`src/sv/video_frame_format_change_reporter_core_macros.svh`:
```
// Assertion macros for the format change reporter.
// Used by the front and back modules; no dependencies.
`ifndef VIDEO_FRAME_FORMAT_CHANGE_REPORTER_CORE_MACROS_SVH
`define VIDEO_FRAME_FORMAT_CHANGE_REPORTER_CORE_MACROS_SVH
// Implication checked on every clock edge outside reset.
`define VFR_ASSERT_IMP(lbl, clk, rstn, ante, cons) \
  lbl: assert property (@(posedge clk) disable iff (!rstn) (ante) |-> (cons)) \
    else $error("assertion failed");
// Implication checked in the cycle after the antecedent.
`define VFR_ASSERT_NEXT(lbl, clk, rstn, ante, cons) \
  lbl: assert property (@(posedge clk) disable iff (!rstn) (ante) |=> (cons)) \
    else $error("assertion failed");
`endif

```
`src/sv/vffcr_pkg.sv`:
```
// Shared types and constants for the format change reporter.
// No dependencies.
package vffcr_pkg;
  localparam int unsigned Channels = 4;
  localparam int unsigned ChW = $clog2(Channels);
  localparam logic [2:0] NoChannel = 3'd7;
  localparam logic [7:0] ModeReset = 8'd5;
  localparam logic [7:0] ModeHevcA = 8'd3;
  localparam logic [7:0] ModeTenBit = 8'd4;
  localparam logic [5:0] ErrRate = 6'd30;

  typedef struct packed {
    logic [1:0]  channel;
    logic [15:0] pic_width;
    logic [15:0] pic_height;
    logic [31:0] horiz_crop_word;
    logic [31:0] vert_crop_word;
    logic [31:0] rate_numerator;
    logic [31:0] rate_divisor;
    logic [7:0]  map_mode;
    logic signed [7:0] packing_code;
    logic [15:0] aspect_width;
    logic [15:0] aspect_height;
    logic        clock_live;
  } in_item_t;

  typedef struct packed {
    logic        format_changed;
    logic [15:0] crop_width;
    logic [15:0] crop_height;
    logic [5:0]  nominal_rate;
    logic        rate_error;
    logic        ten_bit;
    logic [2:0]  stereo_type;
    logic [31:0] vertical_offset;
    logic [31:0] aspect_word;
    logic        pts_channel;
  } out_item_t;

  // Classified job handed from front to back.
  typedef struct packed {
    logic        changed;
    logic        pts;
    logic [15:0] crop_width;
    logic [15:0] crop_height;
    logic [31:0] numerator;
    logic [31:0] divisor;
    logic        live;
    logic        ten_bit;
    logic [2:0]  stereo;
    logic [31:0] voffset;
    logic [31:0] aspect;
  } job_t;

  function automatic logic [5:0] snap_rate(input logic [41:0] mhz, input logic live,
                                           output logic err);
    logic [5:0] r;
    r = ErrRate;
    err = 1'b1;
    if (live) begin
      if (mhz <= 42'd23976) begin r = 6'd24; err = 1'b0; end
      else if (mhz <= 42'd24000) begin r = 6'd24; err = 1'b0; end
      else if (mhz <= 42'd25000) begin r = 6'd25; err = 1'b0; end
      else if (mhz <= 42'd30000) begin r = 6'd30; err = 1'b0; end
      else if (mhz <= 42'd50000) begin r = 6'd50; err = 1'b0; end
      else if (mhz <= 42'd60000) begin r = 6'd60; err = 1'b0; end
    end else begin
      if (mhz <= 42'd23988) begin r = 6'd23; err = 1'b0; end
      else if (mhz <= 42'd24500) begin r = 6'd24; err = 1'b0; end
      else if (mhz <= 42'd27485) begin r = 6'd25; err = 1'b0; end
      else if (mhz <= 42'd29985) begin r = 6'd29; err = 1'b0; end
      else if (mhz <= 42'd40000) begin r = 6'd30; err = 1'b0; end
      else if (mhz <= 42'd54970) begin r = 6'd50; err = 1'b0; end
      else if (mhz <= 42'd59970) begin r = 6'd59; err = 1'b0; end
      else if (mhz <= 42'd60000) begin r = 6'd60; err = 1'b0; end
    end
    return r;
  endfunction
endpackage

```
`src/sv/vffcr_front.sv`:
```
// Front part: compares descriptors with per-channel state, tracks seamless
// switching and builds a job. Depends on vffcr_pkg.
`include "video_frame_format_change_reporter_core_macros.svh"
module vffcr_front (
  input  logic                clk_i,
  input  logic                rst_ni,
  input  logic                seamless_i,
  input  logic                in_valid,
  output logic                in_ready,
  input  vffcr_pkg::in_item_t in_data,
  output logic                job_valid_o,
  input  logic                job_ready_i,
  output vffcr_pkg::job_t     job_o
);
  localparam int unsigned N = vffcr_pkg::Channels;
  localparam int unsigned W = vffcr_pkg::ChW;

  logic [15:0] wid_q [N];
  logic [15:0] hgt_q [N];
  logic [31:0] num_q [N];
  logic [31:0] div_q [N];
  logic [7:0]  mode_q [N];
  logic [7:0]  pack_q [N];
  logic [31:0] voff_q [N];
  logic [2:0]  prev_q, prev_d;
  logic [7:0]  dly_q, dly_d;
  logic        ts_q, ts_d;
  logic        sw;
  logic        job_valid_q;
  vffcr_pkg::job_t job_q, job_d;
  logic [W-1:0] idx;
  logic        diff;
  logic        take;
  logic [2:0]  chx;

  assign in_ready = !job_valid_q || job_ready_i;
  assign take = in_valid && in_ready;
  assign idx = W'(32'(in_data.channel) % N);
  assign chx = {1'b0, in_data.channel};

  always_comb begin
    prev_d = prev_q;
    dly_d = dly_q;
    ts_d = ts_q;
    sw = 1'b0;
    if (!seamless_i) begin
      prev_d = vffcr_pkg::NoChannel;
      dly_d = 8'd0;
    end else if (prev_q != chx) begin
      dly_d = dly_q + 8'd1;
      if (dly_d == 8'd1 && prev_q == 3'd1) begin
        prev_d = chx; dly_d = 8'd0; ts_d = 1'b0; sw = 1'b1;
      end
      if (dly_d == 8'd1 && prev_d == 3'd0) begin
        prev_d = chx; dly_d = 8'd0; ts_d = 1'b1; sw = 1'b1;
      end
      if (prev_d == vffcr_pkg::NoChannel && in_data.channel <= 2'd1) begin
        prev_d = chx; dly_d = 8'd0; ts_d = in_data.channel[0];
      end
    end
  end

  always_comb begin
    logic [15:0] lc, rc, tc, bc;
    lc = in_data.horiz_crop_word[31:16];
    rc = in_data.horiz_crop_word[15:0];
    tc = in_data.vert_crop_word[31:16];
    bc = in_data.vert_crop_word[15:0];
    diff = wid_q[idx] != in_data.pic_width || hgt_q[idx] != in_data.pic_height ||
           num_q[idx] != in_data.rate_numerator || div_q[idx] != in_data.rate_divisor ||
           mode_q[idx] != in_data.map_mode || pack_q[idx] != in_data.packing_code ||
           voff_q[idx] != in_data.vert_crop_word;
    job_d.changed = diff || sw;
    job_d.pts = ts_d;
    if (in_data.map_mode == vffcr_pkg::ModeHevcA || in_data.map_mode == vffcr_pkg::ModeTenBit)
    begin
      job_d.crop_width = in_data.pic_width - lc - rc;
      job_d.crop_height = in_data.pic_height - tc - bc;
    end else begin
      job_d.crop_width = in_data.pic_width - rc;
      job_d.crop_height = in_data.pic_height - bc;
    end
    job_d.numerator = in_data.rate_numerator;
    job_d.divisor = in_data.rate_divisor;
    job_d.live = in_data.clock_live;
    job_d.ten_bit = in_data.map_mode == vffcr_pkg::ModeTenBit;
    job_d.stereo = ($unsigned(in_data.packing_code) <= 8'd5) ?
                   3'(in_data.packing_code) + 3'd1 : 3'd0;
    job_d.voffset = in_data.vert_crop_word;
    job_d.aspect = {in_data.aspect_width, in_data.aspect_height};
  end

  always_ff @(posedge clk_i or negedge rst_ni) begin
    if (!rst_ni) begin
      prev_q <= vffcr_pkg::NoChannel;
      dly_q <= 8'd0;
      ts_q <= 1'b0;
      job_valid_q <= 1'b0;
      for (int i = 0; i < N; i++) begin
        wid_q[i] <= '0; hgt_q[i] <= '0; num_q[i] <= '0; div_q[i] <= '0;
        mode_q[i] <= vffcr_pkg::ModeReset; pack_q[i] <= '0; voff_q[i] <= '0;
      end
    end else begin
      // hold the job until the back takes it, refill on a new item
      if (take) begin
        job_valid_q <= 1'b1;
      end else if (job_ready_i) begin
        job_valid_q <= 1'b0;
      end
      if (take) begin
        prev_q <= prev_d;
        dly_q <= dly_d;
        ts_q <= ts_d;
        wid_q[idx] <= in_data.pic_width;
        hgt_q[idx] <= in_data.pic_height;
        num_q[idx] <= in_data.rate_numerator;
        div_q[idx] <= in_data.rate_divisor;
        mode_q[idx] <= in_data.map_mode;
        pack_q[idx] <= in_data.packing_code;
        voff_q[idx] <= in_data.vert_crop_word;
      end
    end
  end

  always_ff @(posedge clk_i) begin
    if (take) job_q <= job_d;
  end

  assign job_valid_o = job_valid_q;
  assign job_o = job_q;

  `VFR_ASSERT_IMP(a_hold, clk_i, rst_ni, job_valid_q && !job_ready_i, !in_ready)
  `VFR_ASSERT_IMP(a_prev, clk_i, rst_ni, 1'b1,
                  prev_q <= 3'd3 || prev_q == vffcr_pkg::NoChannel)
  `VFR_ASSERT_NEXT(a_off, clk_i, rst_ni, take && !seamless_i,
                   prev_q == vffcr_pkg::NoChannel && dly_q == 8'd0)
endmodule

```
`src/sv/vffcr_back.sv`:
```
// Back part: serial rate divider, rate snapping and result register.
// Depends on vffcr_pkg.
`include "video_frame_format_change_reporter_core_macros.svh"
module vffcr_back (
  input  logic                 clk_i,
  input  logic                 rst_ni,
  input  logic                 job_valid_i,
  output logic                 job_ready_o,
  input  vffcr_pkg::job_t      job_i,
  output logic                 out_valid,
  input  logic                 out_ready,
  output vffcr_pkg::out_item_t out_data
);
  typedef enum logic [1:0] {S_IDLE, S_DIV, S_SNAP, S_OUT} state_e;
  state_e state_q;
  vffcr_pkg::job_t job_q;
  logic [41:0] quo_q;
  logic [32:0] rem_q;
  logic [41:0] dvd_q;
  logic [5:0]  cnt_q;
  logic [32:0] trial;
  logic [5:0]  rate;
  logic        err;
  vffcr_pkg::out_item_t res_q, res_d;

  assign job_ready_o = state_q == S_IDLE;
  assign trial = {rem_q[31:0], dvd_q[41]} - {1'b0, job_q.divisor};

  always_comb begin
    rate = vffcr_pkg::snap_rate(quo_q, job_q.live, err);
    if (job_q.divisor == 32'd0) begin
      rate = vffcr_pkg::ErrRate; err = 1'b1;
    end
    res_d = '0;
    res_d.pts_channel = job_q.pts;
    if (job_q.changed) begin
      res_d.format_changed = 1'b1;
      res_d.crop_width = job_q.crop_width;
      res_d.crop_height = job_q.crop_height;
      res_d.nominal_rate = rate;
      res_d.rate_error = err;
      res_d.ten_bit = job_q.ten_bit;
      res_d.stereo_type = job_q.stereo;
      res_d.vertical_offset = job_q.voffset;
      res_d.aspect_word = job_q.aspect;
    end
  end

  always_ff @(posedge clk_i or negedge rst_ni) begin
    if (!rst_ni) begin
      state_q <= S_IDLE;
      cnt_q <= '0;
      job_q <= '0;
      dvd_q <= '0;
      rem_q <= '0;
      quo_q <= '0;
      res_q <= '0;
    end else begin
      case (state_q)
        S_IDLE: if (job_valid_i) begin
          job_q <= job_i;
          dvd_q <= 42'(job_i.numerator) * 42'd1000;
          rem_q <= '0;
          quo_q <= '0;
          cnt_q <= 6'd42;
          state_q <= job_i.changed ? S_DIV : S_SNAP;
        end
        S_DIV: begin
          // restoring division, one quotient bit a cycle
          if (!trial[32]) begin
            rem_q <= trial;
            quo_q <= {quo_q[40:0], 1'b1};
          end else begin
            rem_q <= {rem_q[31:0], dvd_q[41]};
            quo_q <= {quo_q[40:0], 1'b0};
          end
          dvd_q <= {dvd_q[40:0], 1'b0};
          cnt_q <= cnt_q - 6'd1;
          if (cnt_q == 6'd1) state_q <= S_SNAP;
        end
        S_SNAP: begin
          res_q <= res_d;
          state_q <= S_OUT;
        end
        S_OUT: if (out_ready) state_q <= S_IDLE;
        default: state_q <= S_IDLE;
      endcase
    end
  end

  assign out_valid = state_q == S_OUT;
  assign out_data = res_q;

  `VFR_ASSERT_IMP(a_cnt, clk_i, rst_ni, state_q == S_DIV, cnt_q != 6'd0)
  `VFR_ASSERT_IMP(a_quiet, clk_i, rst_ni, out_valid && !out_data.format_changed,
                  out_data.nominal_rate == 6'd0 && out_data.aspect_word == 32'd0)
  `VFR_ASSERT_NEXT(a_stall, clk_i, rst_ni, out_valid && !out_ready, out_valid)
endmodule

```
`src/sv/video_frame_format_change_reporter_core.sv`:
```
// Video frame format change reporter, top level.
// Channels: in (valid/ready, one descriptor per item) and out (valid/ready,
// one result per item); the seamless flag is written through cfg_we/cfg_wdata.
// The front compares each descriptor with the stored state of its channel
// in the accept cycle and registers a job; that register is the queue to
// the back, so the next descriptor is taken as soon as the back takes the job.
// The back divides numerator*1000 by the divisor in a restoring divider,
// one quotient bit a cycle, then snaps the rate and registers the result;
// a job with no change skips the divider. The back is busy from taking a
// job until its result is accepted and takes no new job in that time.
// When out_ready is low the result holds, the back stays busy and
// the front stalls once its job register is full.
// Reset clears all per-channel state (map mode to five), the seamless
// tracking and the job register's valid flag; the block is ready in the first cycle.
module video_frame_format_change_reporter_core (
  input  logic                 clk_i,
  input  logic                 rst_ni,
  input  logic                 cfg_we,
  input  logic                 cfg_wdata,
  input  logic                 in_valid,
  output logic                 in_ready,
  input  vffcr_pkg::in_item_t  in_data,
  output logic                 out_valid,
  input  logic                 out_ready,
  output vffcr_pkg::out_item_t out_data
);
  logic seamless_q;
  logic job_valid, job_ready;
  vffcr_pkg::job_t job;

  always_ff @(posedge clk_i or negedge rst_ni) begin
    if (!rst_ni) seamless_q <= 1'b0;
    else if (cfg_we) seamless_q <= cfg_wdata;
  end

  vffcr_front u_front (
    .clk_i, .rst_ni, .seamless_i(seamless_q), .in_valid, .in_ready, .in_data,
    .job_valid_o(job_valid), .job_ready_i(job_ready), .job_o(job)
  );

  vffcr_back u_back (
    .clk_i, .rst_ni, .job_valid_i(job_valid), .job_ready_o(job_ready), .job_i(job),
    .out_valid, .out_ready, .out_data
  );
endmodule
```
`config.mk`:
```
export PLATFORM = sky130hd
export DESIGN_NAME = video_frame_format_change_reporter_core
export DESIGN_NICKNAME = d
export VERILOG_FILES = /design/src/sv/vffcr_pkg.sv /design/src/sv/vffcr_front.sv /design/src/sv/vffcr_back.sv /design/src/sv/video_frame_format_change_reporter_core.sv
export VERILOG_INCLUDE_DIRS = /design/src /design/src/sv
export SDC_FILE = /design/constraint.sdc
export NUM_CORES = 2
export LEC_CHECK = 0
export BUFFER_PORTS_ARGS = -buffer_cell sky130_fd_sc_hd__buf_2
export CAP_MARGIN = 40
export CORE_ASPECT_RATIO = 0.75
export CORE_UTILIZATION = 35
export DETAILED_ROUTE_END_ITERATION = 6
export MAX_ROUTING_LAYER = met4
export SYNTH_ARGS = -nofsm -noshare
export SYNTH_HDL_FRONTEND = slang
export SYNTH_SLANG_ARGS = --single-unit
```
`constraint.sdc`:
```
create_clock -name clk_i -period 5.6 [get_ports clk_i]
set_input_delay 0.28 -clock clk_i [delete_from_list [all_inputs] [get_ports clk_i]]
set_output_delay 0.28 -clock clk_i [all_outputs]
set_load 0.02 [all_outputs]
```
==> summary.txt <==
Run status
  • Status: complete, no violations

Drt
  • Post-Route WL: 153000 um
  • Drt first pass iters: 6
  • Vias: 37931
  • Vias per cell: 5.09
  • Final ANT Viol Nets: 0
  • Drt wl/cell: 20.5 um
  • DR iter-0 viols: 2516
  • # DRC: 0

Clock tree
  • CTS tree: done
  • CTS Sinks: 1121
  • Clock-pin slew on the worst setup and hold paths: 0.07 ns
  • Setup bufs post-CTS: 0
  • CTS max path bufs: 3
  • Clk Latency, worst-skew pair: 0.77 ns
  • H-Tree Level Count: 3
  • TritonCTS buffer count: 116
  • Root buffer cell: clkbuf_16

Timing
  • Final hold slack: 0.0867 ns
  • Slew Viols, Final: 0
  • Crit path time final: 5.28 ns
  • Final hold violations: 0
  • Max-slew headroom: 26.9%
  • Unrepaired setup endpoints after global routing: false
  • Period utilisation layout: 94.3%
  • Clk_skew: 0.0450 ns
  • F_max: 189 MHz
  • Final TNS setup: 0 ns
  • Slew @ Worst Pin: 1.10 ns
  • Final setup violating endpoints: 0

Placed design
  • Area after DPL: 62100 sq um
  • Number of port buffers: 327
  • Gp weighted congestion: 0.867
  • Placed insts: 7026
  • DP HPWL: 107000 um

Worst setup path
  • Crit-path max cell delay: 0.52 ns
  • CP Class: reg -> reg
  • Top cell by count, worst path: fa_1
  • Worst setup SP type: flip-flop
  • CP Max Fanout: 5
  • Crit path cell chain: inv_1 > fa_1 > fa_1 > fa_1 > fa_1 > inv_1 > ha_1 > a2111oi_1 > o21ai_1 > nand2_1 > o21ai_1 > o211ai_1 > a21oi_1 > a2111oi_2 > mux2i_1 > a21oi_1
  • Crit. End Element: flip-flop
  • Critical path's slowest cell: fa_1
  • CP arrival: 5.88 ns
  • WP data required: 6.20 ns

Die
  • Die extent in x: 472 um
  • I/O Pins: 328
  • Starting Density: 35.4%
  • Core area: 163000 sq um
  • Die area: 167000 sq um
  • # rows: 128
  • Die Y: 354 um

Logic synthesis
  • Prevailing post-synth register cell: dfrtp_1
  • Mapped cell area: 57900 sq um
  • Post-synth top area share: 40.8%
  • Async SR Flop Fraction: 85.1%
  • Synth cell count leaders: dfrtp_1, mux2_2, inv_1, nand2_1, o21ai_0
  • Synth top area cells: dfrtp_1, mux2_2, edfxtp_1
  • Post-Syn Nets: 5277
  • Number of synthesized flops with an enable pin: 167
  • Post-synthesis sequential area ratio: 49.9%
  • Synth area leader: dfrtp_1
  • Most common cell in the netlist: dfrtp_1
  • Synth Register Bits: 1121
  • Mapped Cells: 4717
  • Synth cell types: 82
  • Avg Inst Size Synth: 12.3 sq um
  • Syn. warnings: 0

Global route
  • Grt ovf: 0
  • First-pass GRT wire length: 237000 um
  • Vias in the first global route: 38614
  • Number of antenna violations at the first check in global routing: 16
  • Pin count of the biggest net entering global routing: 180
  • GR Util All Layers: 18.9%

Finish
  • Filler instances: 15427
  • Area delta synth->final: 17.2%
  • Design Area, Final: 67900 sq um
  • Fraction of layout cells with a size suffix above 1: 25.9%
  • Final std cells w/o fill: 7447
  • # nets final: 5744

Power and ir drop
  • Overall power: 46.7 mW
  • PwrDens: 688 nW/um^2
  • Max VDD drop: 816 uV
  • P_leak: 29.8 nW

Run
  • MaxCap Viol Count: 0

Hold path
  • Hold Crit Class: in -> reg
## cell families (layout without fill, tap and decap cells)
kind of cell | Yosys count | after routing | share of synthesized area [%]
AO/OA/AOI/OAI | 794 | 794 | 8.28
XOR/XNOR | 252 | 252 | 3.81
adder cells (fa/ha/maj) | 343 | 343 | 9.37
buffers and inverters | 639 | 1209 | 4.29
flip-flops | 1121 | 1121 | 49.9
multiplexers | 792 | 792 | 18.1
other | 0 | 15 | 0
AND/OR/NAND/NOR | 776 | 776 | 6.24
## critical path: cells and delay by family, from the launching register on
kind	cells	cell delay, ns
muxes	1	0.22
buffers and inverters	2	0.27
and+or+nand+nor	1	0.13
adders and majority gates	5	2.35
AOI/OAI and AO/OA	7	1.75
DFF	1	0.41
## cell usage in the layout (no fill, tap or decap), types with 15 or more instances in the layout
master,count
o21ai_0,328
inv_1,415
nand4_1,36
nor3_1,34
fa_1,151
nand2b_1,18
a21oi_1,153
and3_1,20
mux2i_1,50
mux2_2,597
xor2_1,102
a211oi_1,17
or3_1,17
nor2_1,125
clkbuf_16,120
a31oi_1,22
edfxtp_1,167
clkinv_2,23
buf_12,15
o21ai_1,39
a22o_1,39
nor2b_1,16
nand3_1,60
mux4_2,144
dfrtp_1,942
ha_1,191
buf_4,37
nor4_1,51
o21a_1,27
buf_2,325
a21o_1,34
xnor2_1,150
nand2_1,341
dlygate4sd3_1,183
clkbuf_8,20
clkbuf_1,30
o211ai_1,15
diode_2,15
## worst paths after layout
kind,startpoint,endpoint,slack (ns),cells after the start
setup / recovery,u_front.job_o[106],u_back.dvd_q[40],0.32,16
hold / removal,in_data[201],u_front.wid_q[8],0.09,3
setup reg to reg,u_front.job_o[106],u_back.dvd_q[40],0.32,16
hold reg to reg,u_front.job_o[21],u_back.job_q[21],0.47,1
max in group asynchronous,rst_ni,u_front.mode_q[9],3.91,3
min in group asynchronous,rst_ni,u_back.job_q[48],0.19,2
## repair_timing
item                                   in CTS  in global routing
setup endpoints to repair                   0                  7
hold buffers                              183                  0
endpoints found under the hold margin     723                  0
resized for setup                           0                 12
## metal layers
layer / part of all wire, % / GRT usage, % / wire length, um
met1: 47 / 26.2 / 72100
met2: 44 / 27.8 / 67600
met3: 6.5 / 4.73 / 9970
met4: 2.2 / 4.53 / 3340
met5: 0 / - / 0
## area by class of cell
cell class | instances | area (sq um) | area share [%]
inverters | 421 | 1580 | 2.33
well taps | 2145 | 2680 | 3.95
multi-input cells | 2957 | 26600 | 39.2
diodes | 15 | 37.5 | 0.0553
clock buffers | 169 | 3380 | 4.97
repair buffers | 567 | 4140 | 6.09
clock inverters | 52 | 524 | 0.772
flip-flops and latches | 1121 | 28900 | 42.6
## where the power goes
group          switching [mW]  leakage, nW  internal, mW
logic                    13.5         14.7          11.4
registers                1.87         13.2          12.0
clock network            3.45         1.93          4.50
total                    18.8         29.8          27.8
## through the flow
stage                     utilization, %  setup slack [ns]
after floorplan                        -             0.465
after global placement              37.9             0.228
after detailed placement            38.0             0.178
after CTS                           41.5             0.119
after global routing                41.5           0.00246
final                               41.6             0.321
## registers in the layout, summed over array words and instances, names as in the netlist, 39 cells and up
register,flops
u_back.out_data,108
u_back.job_q,135
u_front.div_q,128
u_front.voff_q,128
u_front.hgt_q,64
u_front.wid_q,64
u_back.quo_q,42
u_front.num_q,128
u_back.dvd_q,39
u_front.job_o,167
No activity file was read; power rests on OpenSTA's default activity.
